[src/sv/kss_pkg.sv]
// shared types and constants for the k-th smallest selection block
// no dependencies; imported by kth_smallest_select_top
`default_nettype none

package kss_pkg;

    localparam int SAMPLE_W = 16;
    localparam int RANK_W   = 6;

    typedef enum logic [1:0] {
        S_LOAD,
        S_SCAN,
        S_WAIT,
        S_OUT
    } t_state;

endpackage

`default_nettype wire

[src/sv/kss_ram.sv]
// generic single-write, single-read ram with registered read data
// no dependencies
`default_nettype none

module kss_ram #(
    parameter int WIDTH = 16,
    parameter int DEPTH = 64
) (
    input  wire logic                                 i_clk,
    input  wire logic                                 i_we,
    input  wire logic [(DEPTH > 1 ? $clog2(DEPTH) : 1)-1:0] i_waddr,
    input  wire logic [WIDTH-1:0]                     i_wdata,
    input  wire logic [(DEPTH > 1 ? $clog2(DEPTH) : 1)-1:0] i_raddr,
    output logic      [WIDTH-1:0]                     o_rdata
);

    logic [WIDTH-1:0] r_mem [DEPTH];

    always_ff @(posedge i_clk) begin
        if (i_we) begin
            r_mem[i_waddr] <= i_wdata;
        end
        o_rdata <= r_mem[i_raddr];
    end

endmodule

`default_nettype wire

[src/sv/kth_smallest_select_top.sv]
// k-th smallest selection: sample buffer plus bitwise radix select sequencer
// depends on kss_pkg and kss_ram
//
// usage
//   input channel (i_valid / o_stall): one item carries one 16-bit sample; the
//   item with i_last high closes the set and carries i_rank, the wanted
//   position in ascending order counted from 0
//   output channel (o_valid / i_stall): one item per closed set with the
//   selected sample, o_rank_error (rank not below sample count, value then 0)
//   and o_overflow (samples beyond DEPTH were dropped)
// throughput and sequence
//   samples load at one item per cycle while the block is collecting
//   after the last item the block resolves the answer one bit per pass,
//   msb first: 16 passes over the n stored samples, each pass reading every
//   sample in turn through the single ram read port and one shared
//   compare/count unit, then a wait state that resolves the bit of that pass
//   a rank error skips the passes and shows the result on the next cycle
//   o_stall is high from the last item until the result is taken
// reset and backpressure
//   synchronous active-low reset empties the set and clears the overflow mark;
//   buffer contents are not cleared, only entries of the current set are read
//   the result holds steady on the outputs while i_stall is high; the next
//   set is accepted only after the result has been taken
`default_nettype none

module kth_smallest_select_top #(
    parameter int DEPTH = 64
) (
    input  wire logic                         i_clk,
    input  wire logic                         i_rst_n,
    input  wire logic                         i_valid,
    output logic                              o_stall,
    input  wire logic [kss_pkg::SAMPLE_W-1:0] i_sample,
    input  wire logic                         i_last,
    input  wire logic [kss_pkg::RANK_W-1:0]   i_rank,
    output logic                              o_valid,
    input  wire logic                         i_stall,
    output logic      [kss_pkg::SAMPLE_W-1:0] o_selected,
    output logic                              o_rank_error,
    output logic                              o_overflow
);

    import kss_pkg::*;

    // count holds 0..DEPTH, address holds 0..DEPTH-1
    localparam int CW = $clog2(DEPTH + 1);
    localparam int AW = (DEPTH > 1) ? $clog2(DEPTH) : 1;
    // compare width for rank against a count
    localparam int KW = (CW > RANK_W) ? CW : RANK_W;

    t_state              r_state, n_state;
    logic [CW-1:0]       r_count, n_count;       // samples stored in this set
    logic                r_ovf, n_ovf;           // a sample was dropped
    logic [AW-1:0]       r_addr, n_addr;         // scan read address
    logic                r_rd_vld, n_rd_vld;     // ram data holds a scanned sample
    logic [CW-1:0]       r_zeros, n_zeros;       // matches with current bit clear
    logic [RANK_W-1:0]   r_k, n_k;               // rank left within current prefix
    logic [SAMPLE_W-1:0] r_prefix, n_prefix;     // answer bits resolved so far
    logic [SAMPLE_W-1:0] r_mask, n_mask;         // which prefix bits are resolved
    logic [SAMPLE_W-1:0] r_sel, n_sel;           // one-hot bit under test
    logic [SAMPLE_W-1:0] r_selected, n_selected;
    logic                r_err, n_err;

    logic                ram_we;
    logic [SAMPLE_W-1:0] ram_rdata;
    logic                full;
    logic                match;
    logic [CW-1:0]       total;
    logic [CW-1:0]       count_inc;

    kss_ram #(
        .WIDTH (SAMPLE_W),
        .DEPTH (DEPTH)
    ) u_buf (
        .i_clk   (i_clk),
        .i_we    (ram_we),
        .i_waddr (r_count[AW-1:0]),
        .i_wdata (i_sample),
        .i_raddr (r_addr),
        .o_rdata (ram_rdata)
    );

    assign full      = (r_count == CW'(DEPTH));
    assign count_inc = full ? r_count : r_count + CW'(1);

    // shared compare unit: sample agrees with resolved prefix and has the
    // bit under test clear
    assign match = (((ram_rdata ^ r_prefix) & r_mask) == '0) && ((ram_rdata & r_sel) == '0);
    assign total = r_zeros + CW'(match);

    assign o_stall      = (r_state != S_LOAD);
    assign o_valid      = (r_state == S_OUT);
    assign o_selected   = r_selected;
    assign o_rank_error = r_err;
    assign o_overflow   = r_ovf;

    always_comb begin
        n_state    = r_state;
        n_count    = r_count;
        n_ovf      = r_ovf;
        n_addr     = r_addr;
        n_rd_vld   = 1'b0;
        n_zeros    = r_zeros;
        n_k        = r_k;
        n_prefix   = r_prefix;
        n_mask     = r_mask;
        n_sel      = r_sel;
        n_selected = r_selected;
        n_err      = r_err;
        ram_we     = 1'b0;

        unique case (r_state)
            S_LOAD: begin
                if (i_valid) begin
                    ram_we  = !full;
                    n_count = count_inc;
                    n_ovf   = r_ovf | full;
                    if (i_last) begin
                        if (KW'(i_rank) < KW'(count_inc)) begin
                            n_state  = S_SCAN;
                            n_addr   = '0;
                            n_zeros  = '0;
                            n_k      = i_rank;
                            n_prefix = '0;
                            n_mask   = '0;
                            n_sel    = {1'b1, {(SAMPLE_W-1){1'b0}}};
                            n_err    = 1'b0;
                        end else begin
                            n_state    = S_OUT;
                            n_selected = '0;
                            n_err      = 1'b1;
                        end
                    end
                end
            end
            S_SCAN: begin
                // issue one read per cycle, count the sample read last cycle
                n_rd_vld = 1'b1;
                if (r_rd_vld) begin
                    n_zeros = total;
                end
                if (CW'(r_addr) == r_count - CW'(1)) begin
                    n_state = S_WAIT;
                end else begin
                    n_addr = r_addr + AW'(1);
                end
            end
            S_WAIT: begin
                // last sample of the pass is here: resolve one answer bit
                if (KW'(r_k) >= KW'(total)) begin
                    n_k      = r_k - RANK_W'(total);
                    n_prefix = r_prefix | r_sel;
                end
                n_mask = r_mask | r_sel;
                n_sel  = r_sel >> 1;
                if (r_sel[0]) begin
                    n_state    = S_OUT;
                    n_selected = (KW'(r_k) >= KW'(total)) ? (r_prefix | r_sel) : r_prefix;
                end else begin
                    n_state = S_SCAN;
                    n_addr  = '0;
                    n_zeros = '0;
                end
            end
            S_OUT: begin
                if (!i_stall) begin
                    n_state = S_LOAD;
                    n_count = '0;
                    n_ovf   = 1'b0;
                end
            end
            default: begin
                n_state = S_LOAD;
            end
        endcase
    end

    always_ff @(posedge i_clk) begin
        if (!i_rst_n) begin
            r_state  <= S_LOAD;
            r_count  <= '0;
            r_ovf    <= 1'b0;
            r_rd_vld <= 1'b0;
        end else begin
            r_state  <= n_state;
            r_count  <= n_count;
            r_ovf    <= n_ovf;
            r_rd_vld <= n_rd_vld;
        end
    end

    always_ff @(posedge i_clk) begin
        r_addr     <= n_addr;
        r_zeros    <= n_zeros;
        r_k        <= n_k;
        r_prefix   <= n_prefix;
        r_mask     <= n_mask;
        r_sel      <= n_sel;
        r_selected <= n_selected;
        r_err      <= n_err;
    end

endmodule

`default_nettype wire
[config.mk]
export PLATFORM = sky130hd
export DESIGN_NAME = kth_smallest_select_top
export DESIGN_NICKNAME = d
export VERILOG_FILES = /design/src/sv/kss_pkg.sv /design/src/sv/kss_ram.sv /design/src/sv/kth_smallest_select_top.sv
export SDC_FILE = /design/constraint.sdc
export NUM_CORES = 1
export LEC_CHECK = 0
export ABC_AREA = 1
export BUFFER_PORTS_ARGS = -buffer_cell sky130_fd_sc_hd__buf_2
export CAP_MARGIN = 10
export CORE_ASPECT_RATIO = 1.4
export CORE_MARGIN = 2
export CORE_UTILIZATION = 50
export CTS_CLUSTER_DIAMETER = 80
export CTS_CLUSTER_SIZE = 20
export DETAILED_ROUTE_END_ITERATION = 7
export PLACE_DENSITY_LB_ADDON = 0.25
export SLEW_MARGIN = 0
export SYNTH_ARGS = -nofsm -noshare
export SYNTH_HDL_FRONTEND = slang
export SYNTH_SLANG_ARGS = --single-unit
export TNS_END_PERCENT = 5
[constraint.sdc]
create_clock -name i_clk -period 3.9 [get_ports i_clk]
set_input_delay 0.195 -clock i_clk [delete_from_list [all_inputs] [get_ports i_clk]]
set_output_delay 0.195 -clock i_clk [all_outputs]
set_load 0.02 [all_outputs]
==> metrics.cfg <==
[logic_synthesis]
synthCells=3467
synth-async-reset-ratio_pct=0
synth_edf_count=1108
synth-main-ff-cell=edfxtp_1
synth_area_leaders=edfxtp_1, o21ai_0, nor2_1, nand3_1, o22ai_1
netlist_area_um2=45070
synth.distinct_cells=41
synth_top_area_cell=edfxtp_1
ys_seq_elements=1135
syn_nets=3512
seq_area_frac_synth_pct=75.02
synth_area_per_cell_um2=13.00
synth_top_area_share_pct=73.83
ys_warn_count=0

[placement]
gp_congestion=0.8522
dp_hpwl_um=68270
place_ws_ns=0.2594
place.port_buffers=46
placedInstanceArea_um2=47100

[floorplan]
start_util_pct=50.38
num_io_pins=47
dieArea_um2=92590
die_h_um=359.2
rows=130
core_area_um2=89460
fp.dieW_um=257.7

[power_and_ir_drop]
pwr-share-seq_pct=45.0
p_leak_nw=15.85
power_frac_comb_pct=33.1
p_int_mw=19.92
switchingPower_mw=11.52
powerDensity_nw_per_um2=641.6
p_sw_share_pct=36.65
vdd_ir_drop_max_v=0.0006801
power_frac_clock_pct=21.8

[worst_hold_path]
min_path_cells=1
hold_class=input pin to flop
worstHoldStart=i_sample[8]
hold_end=u_buf.r_mem[34][8]

[timing]
fin_crit_ns=3.525
setup_viol=0
drv_slew=0
max_freq_mhz=283.7
setup_ws_ns=0.3750
worst_pin_slew_ns=1.065
slew_headroom_pct=28.99
clock_skew_ns=0.02467
fin_setup_tns_ns=0
hold_violations=0
rsz0062_at_grt=false
period_share_pct=90.39

[final_layout]
area_delta_synth_final_pct=8.720
nNetsFinal=3554
final_cell_mix=edfxtp_1, nor2_1, o21ai_0
drive_gt1_share_pct=7.849
fin_util_pct=54.77
layout_commonest_cell=edfxtp_1
diodes=0
final_area_um2=49000
nFillCells=7273

[setup_path]
r2r_start=r_prefix[11]
crit_required_ns=4.24
r2r-end=r_k[2]
path_max_fanout=6
ff2ff_path_depth=19
cp-end-kind=flop
worstSetupStartpointType=flop
cp.arrival_ns=3.87
reg2reg_slack_ns=0.37
worstSetupPathType=flop to flop

[drt]
vias=28650
via_per_inst=6.074
dr.pass1.iters=5
routed_wl_um=117400
drt_first_iter_violations=3368
drt-wirelength-per-cell_um=24.89
final_antenna_net_count=0
drc=0

[clock_tree]
clkLatencyLatePin_ns=0.64
cts_sinks=1135
numCtsBuffers=66
cts_tree=yes
clockBufferDepth=3
htreeDepth=3
path_clk_slew_ns=0.09
root_buffer=clkbuf_16

[grt]
grt-ovfl-total=0
grtUsageTotal_pct=25.02
first_global_vias=27240
grt_antenna_before_repair=1
grt_max_degree=191
grt_first_pass_wirelength_um=173100

[run_status]
outcome=finished clean

[flow_run]
maxCapViolations=0

## cell usage after synthesis, types with 2 or more instances
| master | n |
|---|---|
| nand3_1 | 182 |
| o2111ai_1 | 2 |
| buf_6 | 3 |
| o21ai_0 | 533 |
| a221oi_1 | 4 |
| a31oi_1 | 2 |
| buf_2 | 66 |
| nor3_1 | 4 |
| nor2_1 | 658 |
| clkbuf_1 | 142 |
| xor2_1 | 9 |
| nand3b_1 | 2 |
| o221ai_1 | 96 |
| o22ai_1 | 143 |
| nand4_1 | 7 |
| buf_1 | 8 |
| inv_2 | 2 |
| buf_4 | 9 |
| dfxtp_1 | 27 |
| clkinv_1 | 4 |
| o21ai_1 | 3 |
| xnor2_1 | 10 |
| o211ai_1 | 32 |
| inv_1 | 73 |
| a21o_1 | 2 |
| nand2_1 | 205 |
| edfxtp_1 | 1108 |
| ha_1 | 17 |
| a21oi_1 | 102 |
## state kept, by name, summed over array words and instances, names as in the netlist
name / cells
u_buf.r_mem: 1024
o_rank_error: 1
r_mask: 16
r_prefix: 16
o_overflow: 1
r_sel: 16
r_zeros: 7
r_addr: 6
r_count: 7
r_rd_vld: 1
r_k: 6
u_buf.o_rdata: 16
r_state: 2
o_selected: 16
## worst max path at each step
| stage | cells after the start | slack (ns) | endpoint | from |
|---|---|---|---|---|
| after floorplan | 17 | 0.63 | r_k[0] | r_sel[10] |
| after global placement | 19 | 0.31 | r_k[2] | r_sel[0] |
| after detailed placement | 19 | 0.26 | o_selected[10] | r_sel[0] |
| after CTS | 19 | 0.22 | r_prefix[10] | r_sel[0] |
| after global routing | 20 | 0.01 | r_k[2] | r_prefix[15] |
| final | 19 | 0.37 | r_k[2] | r_prefix[11] |
## per-stage QoR
step,hold WS [ns],power (mW),instances
after detailed placement,0.5012,24.76,4618
after floorplan,0.2939,20.77,3467
after CTS,0.01517,31.47,4717
after global placement,0.4990,24.62,4618
final,0.04654,31.44,4717
after global routing,0.03724,32.82,4717
## routing by layer
metal	part of all wire [%]	vias to the layer above	track usage, %
met2	49	1262	41.40
met4	4.9	0	11.69
met1	39	14280	33.16
met5	0	-	0
met3	7.2	217	2.982
li1	-	12890	-
## power groups by stage
stage | Combinational, mW | Sequential, mW | Clock, mW
floorplan | 6.41 | 14.4 | 0
global placement | 10.2 | 14.4 | 0
detailed placement | 10.3 | 14.4 | 0
CTS | 10.4 | 14.2 | 6.95
global route | 11.3 | 14.2 | 7.35
finish | 10.4 | 14.2 | 6.87
## final cells by class
type,count,area [um^2],area share [%]
Multi-Input combinational cell,2024,9987,20.38
Inverter,80,321.6,0.6563
Sequential cell,1135,33810,69.01
Clock buffer,84,1740,3.552
Clock inverter,4,33.78,0.06895
Timing Repair Buffer,202,1617,3.299
Tap cell,1188,1486,3.034
## cell families (layout without fill, tap and decap cells)
| family | Yosys count | after routing | synth area share [%] |
|---|---|---|---|
| DFF | 1135 | 1135 | 75.02 |
| and+or+nand+nor | 1062 | 1062 | 9.459 |
| AOI/OAI and AO/OA | 925 | 925 | 11.75 |
| buffers and inverters | 308 | 370 | 2.879 |
| xor gates and xnor gates | 19 | 19 | 0.3692 |
| adders and majority gates | 18 | 18 | 0.5164 |
## worst max-delay path, stage by stage (launching register included)
cell and delay (ns):
edfxtp_1 0.42, o21ai_0 0.20, o21ai_0 0.14, a211oi_1 0.20, nand2_1 0.13, nor4_2 0.15, buf_4 0.17, ha_1 0.18
ha_1 0.19, xnor2_1 0.10, ha_1 0.34, nand2_1 0.08, o21ai_1 0.16, nand2_1 0.09, nand2_1 0.07, a21oi_1 0.09
o21ai_2 0.16, nand2_1 0.09, a21oi_1 0.13, buf_4 0.17
## what timing repair did
| action | 4_1_cts | 5_1_grt |
|---|---|---|
| gates resized for setup | 0 | 3 |
| endpoints found under the setup margin | 0 | 36 |
| hold buffers | 11 | 0 |
| endpoints found under the hold margin | 23 | 0 |
| buffers inserted | 0 | 0 |
Power figures use the tool's default switching activity.
